[src/sv/cacs_fifo.sv]
// Small flop queue with two write ports and one read port.
`default_nettype none

module cacs_fifo #(
  parameter int DW    = 32,
  parameter int DEPTH = 4,
  localparam int AW   = $clog2(DEPTH),
  localparam int CNTW = $clog2(DEPTH + 1)
) (
  input  wire logic            clk_i,
  input  wire logic            rst_ni,
  input  wire logic            wr0_i,
  input  wire logic [DW-1:0]   wd0_i,
  input  wire logic            wr1_i,
  input  wire logic [DW-1:0]   wd1_i,
  input  wire logic            rd_i,
  output logic      [DW-1:0]   rdata_o,
  output logic                 empty_o,
  output logic      [CNTW-1:0] cnt_o
);

  logic [DW-1:0]   mem_q [DEPTH];
  logic [AW-1:0]   wptr_q, wptr_d, rptr_q, rptr_d;
  logic [CNTW-1:0] cnt_q, cnt_d;
  logic            rd_ok;

  assign empty_o = (cnt_q == '0);
  assign cnt_o   = cnt_q;
  assign rdata_o = mem_q[rptr_q];
  assign rd_ok   = rd_i && !empty_o;

  always_comb begin
    wptr_d = wptr_q + AW'(wr0_i) + AW'(wr1_i);
    rptr_d = rptr_q + AW'(rd_ok);
    cnt_d  = cnt_q + CNTW'(wr0_i) + CNTW'(wr1_i) - CNTW'(rd_ok);
  end

  always_ff @(posedge clk_i or negedge rst_ni) begin
    if (!rst_ni) begin
      wptr_q <= '0;
      rptr_q <= '0;
      cnt_q  <= '0;
    end else begin
      wptr_q <= wptr_d;
      rptr_q <= rptr_d;
      cnt_q  <= cnt_d;
    end
  end

  always_ff @(posedge clk_i) begin
    if (wr0_i) begin
      mem_q[wptr_q] <= wd0_i;
    end
    if (wr1_i) begin
      mem_q[wptr_q + AW'(1)] <= wd1_i;
    end
  end

`ifndef ASSERT_OFF
  a_no_overflow: assert property (@(posedge clk_i) disable iff (!rst_ni)
    (wr0_i && !wr1_i) |-> (cnt_q < CNTW'(DEPTH)))
    else $error("queue written while full");
  a_pair_room: assert property (@(posedge clk_i) disable iff (!rst_ni)
    wr1_i |-> (wr0_i && (cnt_q < CNTW'(DEPTH - 1))))
    else $error("queue pair write without two free slots");
`endif

endmodule

`default_nettype wire

[config.mk]
export PLATFORM = sky130hd
export DESIGN_NAME = cacs_fifo
export DESIGN_NICKNAME = d
export VERILOG_FILES = /design/src/sv/cacs_fifo.sv
export SDC_FILE = /design/constraint.sdc
export NUM_CORES = 1
export LEC_CHECK = 0
export BUFFER_PORTS_ARGS = -buffer_cell sky130_fd_sc_hd__buf_2
export CAP_MARGIN = 10
export CORE_MARGIN = 4
export CORE_UTILIZATION = 53
export CTS_CLUSTER_DIAMETER = 30
export DETAILED_ROUTE_END_ITERATION = 6
export PLACE_DENSITY = 0.81
export SYNTH_ARGS = -nofsm -noshare
export SYNTH_HDL_FRONTEND = slang
export SYNTH_SLANG_ARGS = --single-unit
[constraint.sdc]
create_clock -name clk_i -period 4.7 [get_ports clk_i]
set_input_delay 0.94 -clock clk_i [delete_from_list [all_inputs] [get_ports clk_i]]
set_output_delay 0.94 -clock clk_i [all_outputs]
set_load 0.05 [all_outputs]
* Yosys cells after proc, flatten, opt, wreduce, memory -nomap -nowiden
Memories as Yosys holds them, arrays and structs flattened.
Index checks and enable logic that the tools add are counted.
Widths: inputs -> output; s select.
** Word-level totals
- Bits in read-only memories :: 0
- Memories kept :: 1
- Input bits :: 69
- Output and inout bits :: 36
- Logic and storage cells :: 18
- Bits in latches :: 0
- RAM bits :: 128
- Flip-flop bits (word level) :: 7
** Operators by class
- Bitwise gates (word level) :: 0
- Shift operators :: 0
- Multiply operators :: 0
- $lt $le $gt $ge :: 0
- $add $sub $neg :: 7
- Reductions and logical operators :: 3
- Div/mod/pow operators :: 0
- Muxes and demuxes :: 4
- Equal/unequal tests :: 0
** Memory list
- mem_q :: depth 4, bits a word 32, read ports 1, clocked after memory_dff 0, write ports 2, RTL line 22 : logic [DW-1:0] mem_q [DEPTH];
** Operator list (count)
- $add 2x1->2 :: 3
- $add 3x1->3 :: 2
- $mux 1 :: 4
- $logic_not 3->1 :: 1
- $sub 3x1->3 :: 1
- $add 2x1->2 const B :: 1
- $logic_and 1x1->1 :: 1
- $logic_not 1->1 :: 1

* Depth between registers and ports, before layout
- Depth in word-level cells :: 4
- Mapped depth :: 8

* Worst setup path after synthesis
OpenSTA, ideal clock, no wires.
- Path type :: input-to-reg
- From :: input port wr0_i
- To :: memory mem_q[2][0] (enable)
- Setup time :: 466 ps
- Stages on the path :: 2
- Setup slack :: 950 ps
- Required time :: 4234 ps
- Data arrival time :: 3284 ps
- Buffers on the path :: 0
- Cell sequence :: nand2b_1 > o21ai_0
** RTL lines
- start: declaration :: RTL line 12 : input wire logic wr0_i,
- end: declaration :: RTL line 22

* Worst setup path in the final report
- From :: register rptr_q[0]
- To :: output port rdata_o[11]
** On the way
- Longest elaborated chain between the ends :: 1
** RTL lines
- start: declaration :: RTL line 23 : logic [AW-1:0] wptr_q, wptr_d, rptr_q, rptr_d;
- start signal: assignment :: RTL line 45 : rptr_q <= rptr_d;
- $mem_v2 4x32
- end: declaration :: RTL line 17 : output logic [DW-1:0] rdata_o,
Every way passes these cells.

==> impl_metrics.yaml <==
layout:
  design_area_mm2: 0.00785
  utilization_pct: 65.1
  synthToLayoutAreaGrowth_pct: 19.3
  finalNetCount: 523
  finish.cell_count_without_fillers: 630
  drive_gt1_share_pct: 65.8
  antenna-diode-count: 0
sta:
  hold-worst-slack_ps: 348
  max-slew-margin-rel_pct: 26.4
  rsz_0062_raised_after_global_routing: "no"
  final.min_clock_period_ps: 3400
  setup_ws_ps: 1300
  finalClockSkew_ps: 3.92
  hold_viol_final: 0
  setup_viol: 0
  totalNegativeSetupSlack_ps: 0
  fmax_mhz: 294
  post-route-period-util_pct: 72.4
  slew_violations: 0
  worstMarginPinSlew_ps: 1100
floorplanning:
  core_area_mm2: 0.0121
  std_cell_rows: 40
  design.die.area_mm2: 0.0143
  chipHeight_um: 119
  floorplan.initialDensity_pct: 54.6
  pin_count: 105
  die_width_um: 119
synthesis:
  post_synth_instance_area_mm2: 0.00658
  ys_seq_area_share_pct: 61.1
  synth_area_leaders: "sky130_fd_sc_hd__edfxtp_1 58%, sky130_fd_sc_hd__mux2_2 21%, sky130_fd_sc_hd__mux4_2 11%, sky130_fd_sc_hd__dfrtp_1 2.7%, sky130_fd_sc_hd__buf_2 0.99%"
  syn-instance-count: 344
  synth_cell_count_leaders: "128 x sky130_fd_sc_hd__edfxtp_1, 124 x sky130_fd_sc_hd__mux2_2, 32 x sky130_fd_sc_hd__mux4_2, 13 x sky130_fd_sc_hd__buf_2, 7 x sky130_fd_sc_hd__dfrtp_1"
  main_flop_type_after_synthesis: "sky130_fd_sc_hd__edfxtp_1"
  synth_warnings: 0
  post-synth-top-count-cell: "sky130_fd_sc_hd__edfxtp_1"
  synth_cell_type_count: 23
  synth_edf_count: 128
  yosysTopAreaCell: "sky130_fd_sc_hd__edfxtp_1"
  synth.net_count: 418
  synth.avg_cell_area_um2: 19.1
  postSynthRegisterBits: 135
  asyncSetResetFlopFracSynth_pct: 5.19
  synth_top_area_share_pct: 58.4
cts:
  htree_num_levels: 4
  post_cts_resize_count: 0
  buffer_count_from_post_cts_setup_fixing: 0
  tritoncts_buffers: 17
  clockBufferDepth: 2
  clock_tree_from_tritoncts: "done"
  cts.sink_count: 135
  worst_skew_pair.late_latency_ps: 410
  clock_tree.root_cell: "sky130_fd_sc_hd__clkbuf_16"
  post_cts_clock_slew_at_the_launch_and_capture_registers_of_the_worst_setup_and_hold_paths_ps: 60
  post_cts_hold_buffer_count: 0
placement:
  dp.final_hpwl_um: 8150
  total_of_buffers_placed_on_input_and_output_ports: 104
  dpl-instance-area_mm2: 0.00724
  post-place-cells: 598
  dpl_worst_slack_ps: 1680
  place.gp.congestion: 0.756
global_route:
  grt_start_max_net_pins: 34
  grt_pass1_vias: 3929
  total_routing_usage_gr_pct: 20.0
  grt_antenna_before_repair: 0
  grt_pass1_wl_um: 21300
  grt.overflow.total: 0
worst_setup_path:
  critical_path_destination: "rdata_o[11]"
  crit_path_end_kind: "primary output"
  path_class: "reg -> out"
  critical_path.startpoint_type: "flip-flop"
  max_stage_delay_ps: 870
  r2r_slack_ps: 2300
  rr_worst_depth: 3
  cp_data_required_time_ps: 3760
  cpMaxStageDelayCell: "sky130_fd_sc_hd__dfrtp_2"
  crit_start: "rptr_q[0]"
  critPathArrivalTime_ps: 2460
  path_cells: "buf_4, mux4_2, buf_2"
  r2r_start: "wptr_q[1]"
  maximum_net_fanout_on_the_critical_path: 22
  critical_r2r_capture: "mem_q[1][14]"
power:
  power.net_switching_mw: 2.25
  combinationalPowerShare_pct: 40.8
  power.clock.fraction_pct: 23.5
  power_report.internal_total_mw: 3.55
  pwr_density_cell_mw_per_mm2: 738
  power.share.sequential_pct: 35.7
  power.leakage_nw: 2.87
  design_power_total_mw: 5.80
  max-vdd-ir-drop_mv: 0.462
  power_switching_share_pct: 38.8
route:
  vias_per_cell: 5.63
  drt_pass1_iterations: 4
  detailedRoute.firstIterationViolations: 205
  number_of_nets_with_antenna_violations_after_routing: 0
  wirelength_per_cell_um: 21.1
  route.detailed.drc: 0
  route.vias.total: 3549
  routed_wl_um: 13300
outcome:
  outcome: "complete, no violations"
worst_hold_path:
  timing.hold.worst.class: "in -> async"
job:
  cap_violations: 0
[kinds of logic after synthesis]
kind of cell    synth area share, %
xor+xnor                      0.532
flops                          61.1
buf+inv                        2.53
compound gates                0.152
mux                            33.0
simple gates                   1.43
fa+ha+maj                      1.29
[sequential cells by signal, indices dropped and copies added (netlist names)]
| name | flops |
|---|---|
| mem_q | 128 |
| cnt_o | 3 |
| rptr_q | 2 |
| wptr_q | 2 |
[power groups by stage]
stage                     Sequential, mW  Combinational, mW  Clock [mW]
final                               2.07               2.36        1.36
after global routing                2.12               2.50        1.44
after CTS                           2.08               2.39        1.38
after detailed placement            2.10               2.39           0
after global placement              2.08               2.36           0
after floorplan                     1.98               1.96           0
[critical path, delay by kind of cell, from the launching register on]
family | cells | cell delay, ps
buffers and inverters | 2 | 620
DFF | 1 | 870
muxes | 1 | 550
[placed cells by master (no fill, tap or decap), types with 3 or more instances in the layout]
master | netlist | routed
sky130_fd_sc_hd__fa_1 | 3 | 3
sky130_fd_sc_hd__mux4_2 | 32 | 32
sky130_fd_sc_hd__dfrtp_1 | 7 | 5
sky130_fd_sc_hd__buf_4 | 6 | 5
sky130_fd_sc_hd__buf_2 | 13 | 104
sky130_fd_sc_hd__clkbuf_16 | 0 | 17
sky130_fd_sc_hd__mux2_2 | 124 | 124
sky130_fd_sc_hd__inv_1 | 5 | 5
sky130_fd_sc_hd__clkinvlp_4 | 0 | 3
sky130_fd_sc_hd__clkinv_2 | 0 | 3
sky130_fd_sc_hd__mux2_1 | 4 | 4
sky130_fd_sc_hd__edfxtp_1 | 128 | 128
sky130_fd_sc_hd__bufinv_16 | 0 | 4
[worst min-delay path by stage]
stage                           end       from
after global routing      rptr_q[1]     rst_ni
after floorplan           rptr_q[0]  rptr_q[0]
after detailed placement   cnt_o[0]   cnt_o[0]
final                     rptr_q[1]     rst_ni
after global placement     cnt_o[0]   cnt_o[0]
after CTS                  cnt_o[0]     rst_ni
[routing by layer]
layer / global-route usage (%) / wire (um) / up-vias
met4: 6.66 / 96 / 0
met5: 0 / 0 / -
met2: 34.5 / 7040 / 114
met1: 24.3 / 5320 / 1817
met3: 5.70 / 843 / 11
li1: - / - / 1607
[area by class of cell]
type	instances	area, um^2
Inverter	5	18.8
Clock buffer	18	429
Timing Repair Buffer	109	558
Tap cell	168	210
Clock inverter	14	183
Multi-Input combinational cell	181	2430
Fill cell	830	4210
Sequential cell	135	4020
(Power assumes the default switching activity.)
