[src/sv/cacs_pkg.sv]
// Shared types, constants and helpers for the cross sharpening core.
`default_nettype none

package cacs_pkg;

  // Depths of the job queue and the result queue.
  localparam int JQ_DEPTH = 4;
  localparam int JQ_CNTW  = $clog2(JQ_DEPTH + 1);
  localparam int OQ_DEPTH = 4;
  localparam int OQ_CNTW  = $clog2(OQ_DEPTH + 1);

  localparam int CFG_DW   = 12;
  localparam int CFG_AW   = 2;
  localparam int POS_W    = 11;

  localparam logic [11:0] FRAME_WIDTH_RST  = 12'd1920;
  localparam logic [11:0] FRAME_HEIGHT_RST = 12'd1080;
  localparam logic [8:0]  SHARPNESS_RST    = 9'd128;

  typedef enum logic [CFG_AW-1:0] {
    REG_FRAME_WIDTH  = 2'd0,
    REG_FRAME_HEIGHT = 2'd1,
    REG_SHARPNESS    = 2'd2
  } cfg_reg_e;

  // Red sits in the low byte.
  typedef struct packed {
    logic [7:0] alpha;
    logic [7:0] blue;
    logic [7:0] green;
    logic [7:0] red;
  } pix_t;

  // One classified pixel handed from the front to the back.
  typedef struct packed {
    pix_t center;
    pix_t left;
    pix_t right;
    pix_t top;
    pix_t bottom;
    pix_t border;
    logic is_int;
    logic is_bor;
  } job_t;

  typedef struct packed {
    pix_t             pix;
    logic [POS_W-1:0] col;
    logic [POS_W-1:0] row;
    logic             last;
  } res_t;

  function automatic logic [15:0] luma(pix_t p);
    luma = 16'(p.red) * 16'd77 + 16'(p.green) * 16'd150 + 16'(p.blue) * 16'd29;
  endfunction

endpackage

`default_nettype wire

[src/sv/cacs_back.sv]
// Back end: five-stage luma, contrast, gain and sharpen pipeline.
`default_nettype none

module cacs_back #(
  parameter int MAX_WIDTH  = 2048,
  parameter int MAX_HEIGHT = 2048,
  localparam int CW = $clog2(MAX_WIDTH),
  localparam int RW = $clog2(MAX_HEIGHT)
) (
  input  wire logic                         clk_i,
  input  wire logic                         rst_ni,
  input  wire logic [8:0]                   sharpness_i,
  input  wire logic                         jq_empty_i,
  output logic                              jq_pop_o,
  input  wire cacs_pkg::job_t               job_i,
  input  wire logic [CW-1:0]                job_col_i,
  input  wire logic [RW-1:0]                job_row_i,
  input  wire logic [cacs_pkg::OQ_CNTW-1:0] oq_cnt_i,
  output logic                              oq_wr0_o,
  output cacs_pkg::res_t                    oq_wd0_o,
  output logic                              oq_wr1_o,
  output cacs_pkg::res_t                    oq_wd1_o
);

  localparam int XCW = (CW > cacs_pkg::POS_W) ? CW : cacs_pkg::POS_W;
  localparam int XRW = (RW > cacs_pkg::POS_W) ? RW : cacs_pkg::POS_W;

  typedef struct packed {
    logic           is_int;
    logic           is_bor;
    cacs_pkg::pix_t center;
    cacs_pkg::pix_t border;
    logic [CW-1:0]  col;
    logic [RW-1:0]  row;
  } tail_t;

  logic adv;

  logic               b1_v_q, b2_v_q, b3_v_q, b4_v_q, b5_v_q;
  tail_t              b1_tail_q, b2_tail_q, b3_tail_q, b4_tail_q, b5_tail_q;
  logic        [15:0] b1_luma_q [5];
  logic signed [10:0] b1_diff_q [3];
  logic signed [10:0] b2_diff_q [3];
  logic signed [10:0] b3_diff_q [3];
  logic        [15:0] b2_c_q;
  logic        [16:0] b3_gain_q;
  logic signed [28:0] b4_prod_q [3];
  logic        [7:0]  b5_rgb_q [3];

  tail_t              tail_in;
  logic        [15:0] luma_d [5];
  logic signed [10:0] diff_d [3];
  logic        [15:0] mn, mx;
  logic        [8:0]  s_eff, lim;
  logic        [17:0] gain_full;
  logic signed [17:0] gain_s;
  logic signed [28:0] prod_d [3];
  logic signed [30:0] num;
  logic        [7:0]  rgb_d [3];
  logic        [9:0]  nsum;
  logic        [7:0]  cen;

  cacs_pkg::res_t     int_res, bor_res;
  logic [XCW-1:0]     col_x, icol_x;
  logic [XRW-1:0]     row_x, irow_x;

  // Advance the whole pipe only when the result queue can take a pair.
  assign adv      = oq_cnt_i <= cacs_pkg::OQ_CNTW'(cacs_pkg::OQ_DEPTH - 2);
  assign jq_pop_o = adv && !jq_empty_i;

  always_comb begin
    tail_in.is_int = job_i.is_int;
    tail_in.is_bor = job_i.is_bor;
    tail_in.center = job_i.center;
    tail_in.border = job_i.border;
    tail_in.col    = job_col_i;
    tail_in.row    = job_row_i;

    luma_d[0] = cacs_pkg::luma(job_i.center);
    luma_d[1] = cacs_pkg::luma(job_i.left);
    luma_d[2] = cacs_pkg::luma(job_i.right);
    luma_d[3] = cacs_pkg::luma(job_i.top);
    luma_d[4] = cacs_pkg::luma(job_i.bottom);

    // 4*centre minus the four neighbours, per colour.
    for (int k = 0; k < 3; k++) begin
      cen  = job_i.center[8*k +: 8];
      nsum = 10'(job_i.left[8*k +: 8]) + 10'(job_i.right[8*k +: 8]) +
             10'(job_i.top[8*k +: 8]) + 10'(job_i.bottom[8*k +: 8]);
      diff_d[k] = $signed({1'b0, cen, 2'b00}) - $signed({1'b0, nsum});
    end
  end

  always_comb begin
    mn = b1_luma_q[0];
    mx = b1_luma_q[0];
    for (int i = 1; i < 5; i++) begin
      if (b1_luma_q[i] < mn) begin
        mn = b1_luma_q[i];
      end
      if (b1_luma_q[i] > mx) begin
        mx = b1_luma_q[i];
      end
    end
  end

  always_comb begin
    s_eff     = (sharpness_i > 9'd256) ? 9'd256 : sharpness_i;
    lim       = (b2_c_q >= 16'd64) ? 9'd256 : 9'({b2_c_q[6:0], 2'b00});
    gain_full = 18'(s_eff) * 18'(lim);
    gain_s    = $signed({1'b0, b3_gain_q});
    for (int k = 0; k < 3; k++) begin
      prod_d[k] = 29'(gain_s) * 29'(b3_diff_q[k]);
    end
  end

  // Add the scaled centre, drop 19 fraction bits and clamp.
  always_comb begin
    num = '0;
    for (int k = 0; k < 3; k++) begin
      num = $signed({4'b0000, b4_tail_q.center[8*k +: 8], 19'b0}) + 31'(b4_prod_q[k]);
      if (num[30]) begin
        rgb_d[k] = 8'd0;
      end else if (|num[29:27]) begin
        rgb_d[k] = 8'd255;
      end else begin
        rgb_d[k] = num[26:19];
      end
    end
  end

  always_ff @(posedge clk_i or negedge rst_ni) begin
    if (!rst_ni) begin
      b1_v_q <= 1'b0;
      b2_v_q <= 1'b0;
      b3_v_q <= 1'b0;
      b4_v_q <= 1'b0;
      b5_v_q <= 1'b0;
    end else if (adv) begin
      b1_v_q <= jq_pop_o;
      b2_v_q <= b1_v_q;
      b3_v_q <= b2_v_q;
      b4_v_q <= b3_v_q;
      b5_v_q <= b4_v_q;
    end
  end

  always_ff @(posedge clk_i) begin
    if (adv) begin
      b1_tail_q <= tail_in;
      b1_luma_q <= luma_d;
      b1_diff_q <= diff_d;
      b2_tail_q <= b1_tail_q;
      b2_diff_q <= b1_diff_q;
      b2_c_q    <= mx - mn;
      b3_tail_q <= b2_tail_q;
      b3_diff_q <= b2_diff_q;
      b3_gain_q <= gain_full[16:0];
      b4_tail_q <= b3_tail_q;
      b4_prod_q <= prod_d;
      b5_tail_q <= b4_tail_q;
      b5_rgb_q  <= rgb_d;
    end
  end

  always_comb begin
    col_x  = XCW'(b5_tail_q.col);
    row_x  = XRW'(b5_tail_q.row);
    icol_x = XCW'(b5_tail_q.col - CW'(1));
    irow_x = XRW'(b5_tail_q.row - RW'(1));

    int_res.pix.alpha = b5_tail_q.center.alpha;
    int_res.pix.blue  = b5_rgb_q[2];
    int_res.pix.green = b5_rgb_q[1];
    int_res.pix.red   = b5_rgb_q[0];
    int_res.col       = icol_x[cacs_pkg::POS_W-1:0];
    int_res.row       = irow_x[cacs_pkg::POS_W-1:0];
    int_res.last      = !b5_tail_q.is_bor;

    bor_res.pix  = b5_tail_q.border;
    bor_res.col  = col_x[cacs_pkg::POS_W-1:0];
    bor_res.row  = row_x[cacs_pkg::POS_W-1:0];
    bor_res.last = 1'b1;
  end

  // Interior word first, the border word behind it.
  assign oq_wr0_o = adv && b5_v_q && (b5_tail_q.is_int || b5_tail_q.is_bor);
  assign oq_wd0_o = b5_tail_q.is_int ? int_res : bor_res;
  assign oq_wr1_o = adv && b5_v_q && b5_tail_q.is_int && b5_tail_q.is_bor;
  assign oq_wd1_o = bor_res;

`ifndef ASSERT_OFF
  a_stall_holds: assert property (@(posedge clk_i) disable iff (!rst_ni)
    (!adv && b5_v_q) |=> (b5_v_q && $stable(b5_rgb_q[0]) && $stable(b5_tail_q)))
    else $error("last stage changed while stalled");
`endif

endmodule

`default_nettype wire

[config.mk]
export PLATFORM = sky130hd
export DESIGN_NAME = cacs_back
export DESIGN_NICKNAME = d
export VERILOG_FILES = /design/src/sv/cacs_pkg.sv /design/src/sv/cacs_back.sv
export SDC_FILE = /design/constraint.sdc
export NUM_CORES = 2
export LEC_CHECK = 0
export BUFFER_PORTS_ARGS = -buffer_cell sky130_fd_sc_hd__clkbuf_2
export CORE_MARGIN = 5
export CORE_UTILIZATION = 35
export CTS_CLUSTER_SIZE = 12
export DETAILED_ROUTE_END_ITERATION = 12
export GPL_TIMING_DRIVEN = 0
export MAX_ROUTING_LAYER = met4
export PLACE_DENSITY = 0.52
export SKIP_LAST_GASP = 1
export SLEW_MARGIN = 20
export SYNTH_ARGS = -nofsm -noshare
export SYNTH_HDL_FRONTEND = slang
export SYNTH_SLANG_ARGS = --single-unit
[constraint.sdc]
create_clock -name clk_i -period 39.7 [get_ports clk_i]
set_input_delay 1.985 -clock clk_i [delete_from_list [all_inputs] [get_ports clk_i]]
set_output_delay 1.985 -clock clk_i [all_outputs]
set_load 0.03 [all_outputs]
; ---- Word level (Yosys, flattened, before mapping)
; Index checks and enable logic that the tools add are counted.
[totals]
ff_bits = 744
ram_bits = 0
latch_bits = 0
memories = 0
wordCells = 167
mem_bits_ro = 0
[op_classes]
n_addsub = 28
n_reduce_logical = 11
magnitude_cmp = 11
shifts = 0
eq_ne = 0
muxes = 14
multipliers = 19
bitwise_logic = 0
div = 0
[op_table]
columns = op, n
row1 = multiplier 8 x 7 -> 15 bit (second input constant), 10
row2 = 2-to-1 mux 16 bit, 8
row3 = adder 28 x 29 -> 30 bit, 3
row4 = multiplier 18 x 11 -> 29 bit, 3
row5 = adder 15 x 16 -> 16 bit, 5
row6 = adder 16 x 13 -> 16 bit, 5
row7 = multiplier 8 x 5 -> 13 bit (second input constant), 5
row8 = > comparator 16 bit, 4
row9 = less-than comparator 16 bit, 4
row10 = 2-to-1 mux 55 bit, 1
row11 = subtractor 10 x 10 -> 11 bit, 3
row12 = adder 10 x 8 -> 10 bit, 3
row13 = adder 9 x 8 -> 10 bit, 3
row14 = adder 8 x 8 -> 9 bit, 3
row15 = 2-to-1 mux 8 bit, 3
row16 = subtractor 11 x 1 -> 11 bit (second input constant), 2
row17 = 2-to-1 mux 9 bit, 2
row18 = multiplier 9 x 9 -> 17 bit, 1
row19 = >= comparator 16 x 7 -> 1 bit (second input constant), 1
row20 = subtractor 16 bit, 1
row21 = > comparator 9 bit (second input constant), 1
row22 = OR reduction 3 bit, 3
row23 = logical AND 1 bit, 5
row24 = less-or-equal comparator 3 x 2 -> 1 bit (second input constant), 1
row25 = 2 further kinds, 3

; ---- Longest topological paths before layout
[depth]
ltp_word = 9
depth_mapped = 63

; ---- Worst setup path before layout
; Ideal clock, no wire load.
[synth_path]
path_kind = input port to output port
startpoint = input port oq_cnt_i[1] (netlist name)
endpoint = output port oq_wr1_o
path_slack_ps = 20633
n_path_buf = 0
path_stages = 4
t_arrival_ps = 17082
path_cell_list = a21o_1 > inv_1 > nand2_1 > nor2_1
[synth_via]
elab_chain_len = 4
[synth_lines]
columns = element, line
row1 = "start, declared", cacs_back.sv:18  ; input wire logic [cacs_pkg::OQ_CNTW-1:0] oq_cnt_i,
row2 = less-or-equal comparator 3 x 2 -> 1 bit, cacs_back.sv:68  ; assign adv = oq_cnt_i <= cacs_pkg::OQ_CNTW'(cacs_pkg::OQ_DEPTH - 2);
row3 = logical AND 1 bit (3 in a row), cacs_back.sv:189  ; assign oq_wr1_o = adv && b5_v_q && b5_tail_q.is_int && b5_tail_q.is_bor;
row4 = "end, declared", cacs_back.sv:21  ; output logic oq_wr1_o,
; No other way between the ends.

; ---- Worst setup path in the final report
[layout_path]
startpoint = register b1_luma_q[73] (netlist name)
endpoint = register b2_c_q[15], data pin
[layout_via]
elab_chain_len = 9
[layout_lines]
columns = element, line
row1 = "start, declared", cacs_back.sv:41  ; logic [15:0] b1_luma_q [5];
row2 = "start signal, assigned", cacs_back.sv:151  ; b1_luma_q <= luma_d;
row3 = > comparator 16 bit / less-than comparator 16 bit (equally long branches), "cacs_back.sv:101, cacs_back.sv:98"
row4 = "2-to-1 mux 16 bit, on equally long branches", "cacs_back.sv:101, cacs_back.sv:98"
row5 = > comparator 16 bit / less-than comparator 16 bit (equally long branches), "cacs_back.sv:101, cacs_back.sv:98"
row6 = "2-to-1 mux 16 bit, on equally long branches", "cacs_back.sv:101, cacs_back.sv:98"
row7 = > comparator 16 bit / less-than comparator 16 bit (equally long branches), "cacs_back.sv:101, cacs_back.sv:98"
row8 = "2-to-1 mux 16 bit, on equally long branches", "cacs_back.sv:101, cacs_back.sv:98"
row9 = > comparator 16 bit / less-than comparator 16 bit (equally long branches), "cacs_back.sv:101, cacs_back.sv:98"
row10 = "2-to-1 mux 16 bit, on equally long branches", "cacs_back.sv:101, cacs_back.sv:98"
row11 = subtractor 16 bit (*), cacs_back.sv:155  ; b2_c_q <= mx - mn;
row12 = "end signal, assigned", cacs_back.sv:155
row13 = "end, declared", cacs_back.sv:45  ; logic [15:0] b2_c_q;
; Every way passes the cells marked *; elsewhere a longest branch is shown, timed or not.
; A chain may end at the register's enable or synchronous reset.

==> metrics.cfg <==
[logic_synthesis]
netlist_area_sq_um=63100
post_synth_inst_count=5538
synth.distinct_cells=62
synth_enable_flop_cells=680
synthDominantAreaCellType=edfxtp_1
yosys.area.top_type_share_pct=32.4
yosys_most_used_dff=edfxtp_1
ys_top_cells_by_area=edfxtp_1 (32%), fa_1 (23%), ha_1 (18%)
synth_common_cells=inv_1 (1167), ha_1 (884), fa_1 (738)
synth.avg_cell_area_sq_um=11.4
async_reset_ff_share_pct=0.730
seq_area_frac_synth_pct=32.6
synthesized_nets=7391
synth.yosys.warnings=0
yosys_register_bits=685
post-synth-top-count-cell=inv_1

[min_path]
holdCritStartpoint=b4_tail_q[34]$_DFFE_PN_
min_delay_path_depth=0
min_to=oq_wd1_o[35]$_DFFE_PN_
hold_class=reg -> reg

[setup_path]
worst_ep_arrival_time_ns=15.44
timing_worst_setup_path_type=reg -> reg
max_stage_delay_ns=0.71
type_of_element_launching_the_critical_path=flip-flop
worst_setup_path_end_kind=flip-flop
cpMaxStageDelayCell=clkbuf_1
r2r_start=b1_luma_q[73]$_DFFE_PN_
worst-path-max-fanout=10
crit_required_ns=40.12
rr_endpoint=b2_c_q[15]$_DFFE_PN_
worst-r2r-cell-count=55
critPathMostFrequentCell=o21ai_0
r2r_setup_slk_ns=24.68

[route]
ant_nets=0
detail_route.first_pass.iterations=6
vias=39017
final_routed_wire_length_divided_by_cell_count_microns=18.7
remaining_drc_errors=0
detailed_router_s_first_iteration_violation_count=1924
route.final.wire_length_microns=156000
post_drt_via_cell_ratio=4.67

[sta]
timing_max_transition_violations_final=0
finalCritPeriodShare_pct=37.8
final.setup.tns_ns=0
relSlewSlack_pct=30.6
worst_clock_skew_ns=0.0496
rsz0062_at_grt=no
report.final.setup_viol=0
period_needed_ns=15.02
worst-slew-pin-transition_ns=1.01
hold_viol=0
achievable-frequency_ghz=0.0666

[floorplan]
design.die.area_sq_um=189000
ioPinCount=344
die_width_microns=435
initial_core_util_pct=35.3
placeableCoreArea_sq_um=179000
row_count=155
die_y_microns=435

[clock_tree]
clock_insertion_delay_worst_skew_ns=0.69
clk_root_buffer_cell=clkbuf_16
post_cts_resized=0
clkSinkCount=685
cts-htree-levels=3
hold_fix_buffers_cts=0
cts_inserted_buffers=79
postCtsSetupRepairBufs=0
clkTransAtPathRegs_ns=0.06
clock_path_buffers=3
cts_tree=yes

[placed_design]
detailedPlacementHpwl_microns=130000
globalplace.congestion=0.904
numPortBuffers=310
post_dp_cell_area_sq_um=67800

[final_layout]
seq_area_sq_um=20500
multi_input_area_sq_um=37300
layout.cell_area.non_filler_sq_um=70400
fill_cells=17463
finish.net_count=7789
final_layout_size_suffix_gt1_share_pct=8.96
syn_to_final_growth_pct=11.7

[grt]
first_global_vias=41069
wire_length_of_the_first_global_routing_pass_microns=242000
global_route.overflow_total=0
grt_use_total_pct=17.4
grt_start_max_net_pins=112
antenna_violations_before_repair=4

[outcome]
run_status=completed

[flow_run]
maxCapViolCount=0

## logic make-up after synthesis
family,synth area share (%)
mux,1.79
compound gates,5.81
flops,32.6
buf+inv,8.24
xor+xnor,3.10
other cells,0.00594
fa+ha+maj,41.0
simple gates,7.53
## area by class of cell
| type | count | share of cell area (%) |
|---|---|---|
| Multi-Input combinational cell | 3526 | 53.0 |
| Sequential cell | 685 | 29.2 |
| Inverter | 1168 | 6.23 |
| Tap cell | 2355 | 4.18 |
| Clock buffer | 100 | 2.93 |
| Timing Repair Buffer | 317 | 2.48 |
| Buffer | 159 | 1.16 |
| Clock inverter | 37 | 0.837 |
| Antenna cell | 3 | 0.0107 |
## worst max path at each step
stage | startpoint | endpoint | slack, ns | cells past startpoint
after floorplan | oq_cnt_i[1] | oq_wr1_o | 20.63 | 4
after global placement | oq_cnt_i[1] | oq_wr1_o | 14.97 | 6
after detailed placement | b1_luma_q[73]$_DFFE_PN_ | b2_c_q[15]$_DFFE_PN_ | 24.65 | 55
after CTS | b1_luma_q[73]$_DFFE_PN_ | b2_c_q[15]$_DFFE_PN_ | 24.57 | 55
after global routing | b1_luma_q[73]$_DFFE_PN_ | b2_c_q[15]$_DFFE_PN_ | 23.54 | 55
final | b1_luma_q[73]$_DFFE_PN_ | b2_c_q[15]$_DFFE_PN_ | 24.68 | 55
## critical path: cells and delay by family, from the launching register on
family / cells / cell delay, ns
flip-flops: 1 / 0.46
AO/OA/AOI/OAI: 30 / 6.58
multiplexers: 3 / 1.50
adder cells (fa/ha/maj): 5 / 1.57
XOR/XNOR: 1 / 0.09
AND/OR/NAND/NOR: 6 / 1.29
buffers and inverters: 10 / 3.27
## layer usage
metal,GRT usage (%),share of wire (%),up-vias,wire [microns]
met3,1.90,3.5,171,5430
met4,4.30,2.4,0,3750
met2,30.4,51,725,79800
li1,-,-,18728,-
met5,-,0,-,0
met1,21.6,43,19393,67100
## registers in the layout, summed over array words and instances, names as in the netlist, 16 cells and up
name and flops:
b4_tail_q 88, b3_diff_q 33, b3_tail_q 88, b2_c_q 16, b2_tail_q 88, b1_diff_q 33, oq_wd1_o 32, b2_diff_q 33
b5_rgb_q 24, b1_tail_q 88, b4_prod_q 30, b1_luma_q 80
## through the flow
| step | hold slack, ns | cells | utilization, % | worst slack, ns |
|---|---|---|---|---|
| 2_1_floorplan | 0.400 | 5538 | - | 20.63 |
| 3_3_place_gp | 0.400 | 8203 | 37.8 | 14.97 |
| 3_5_place_dp | 0.405 | 8210 | 37.9 | 24.65 |
| 4_1_cts | 0.378 | 8347 | 39.4 | 24.57 |
| 5_1_grt | 0.384 | 8348 | 39.4 | 23.54 |
| 6_report | 0.385 | 8350 | 39.4 | 24.68 |
## layout by cell type (no fill, tap or decap), types with 8 or more instances in the layout
| cell type | instances |
|---|---|
| nand2_1 | 355 |
| nor2b_1 | 37 |
| nand4_1 | 22 |
| nand3_1 | 24 |
| ha_1 | 884 |
| a31oi_1 | 13 |
| clkbuf_1 | 119 |
| a21oi_1 | 200 |
| xnor2_1 | 171 |
| fa_1 | 738 |
| nor3_1 | 19 |
| buf_4 | 55 |
| clkbuf_2 | 311 |
| mux2i_1 | 73 |
| xor2_1 | 52 |
| inv_1 | 1166 |
| and3_1 | 17 |
| o21ai_0 | 125 |
| a21boi_0 | 16 |
| o21a_1 | 57 |
| nand2b_1 | 74 |
| o21bai_1 | 62 |
| edfxtp_1 | 680 |
| clkbuf_16 | 79 |
| a21o_1 | 65 |
| nor2_1 | 188 |
| bufinv_16 | 8 |
| or3_1 | 10 |
| and2_1 | 220 |
| a211oi_1 | 8 |
| mux2_2 | 34 |
Power is left out: the tool's default activity adds up to more than one toggle a clock period on the data nets, which glitch-free logic cannot reach.
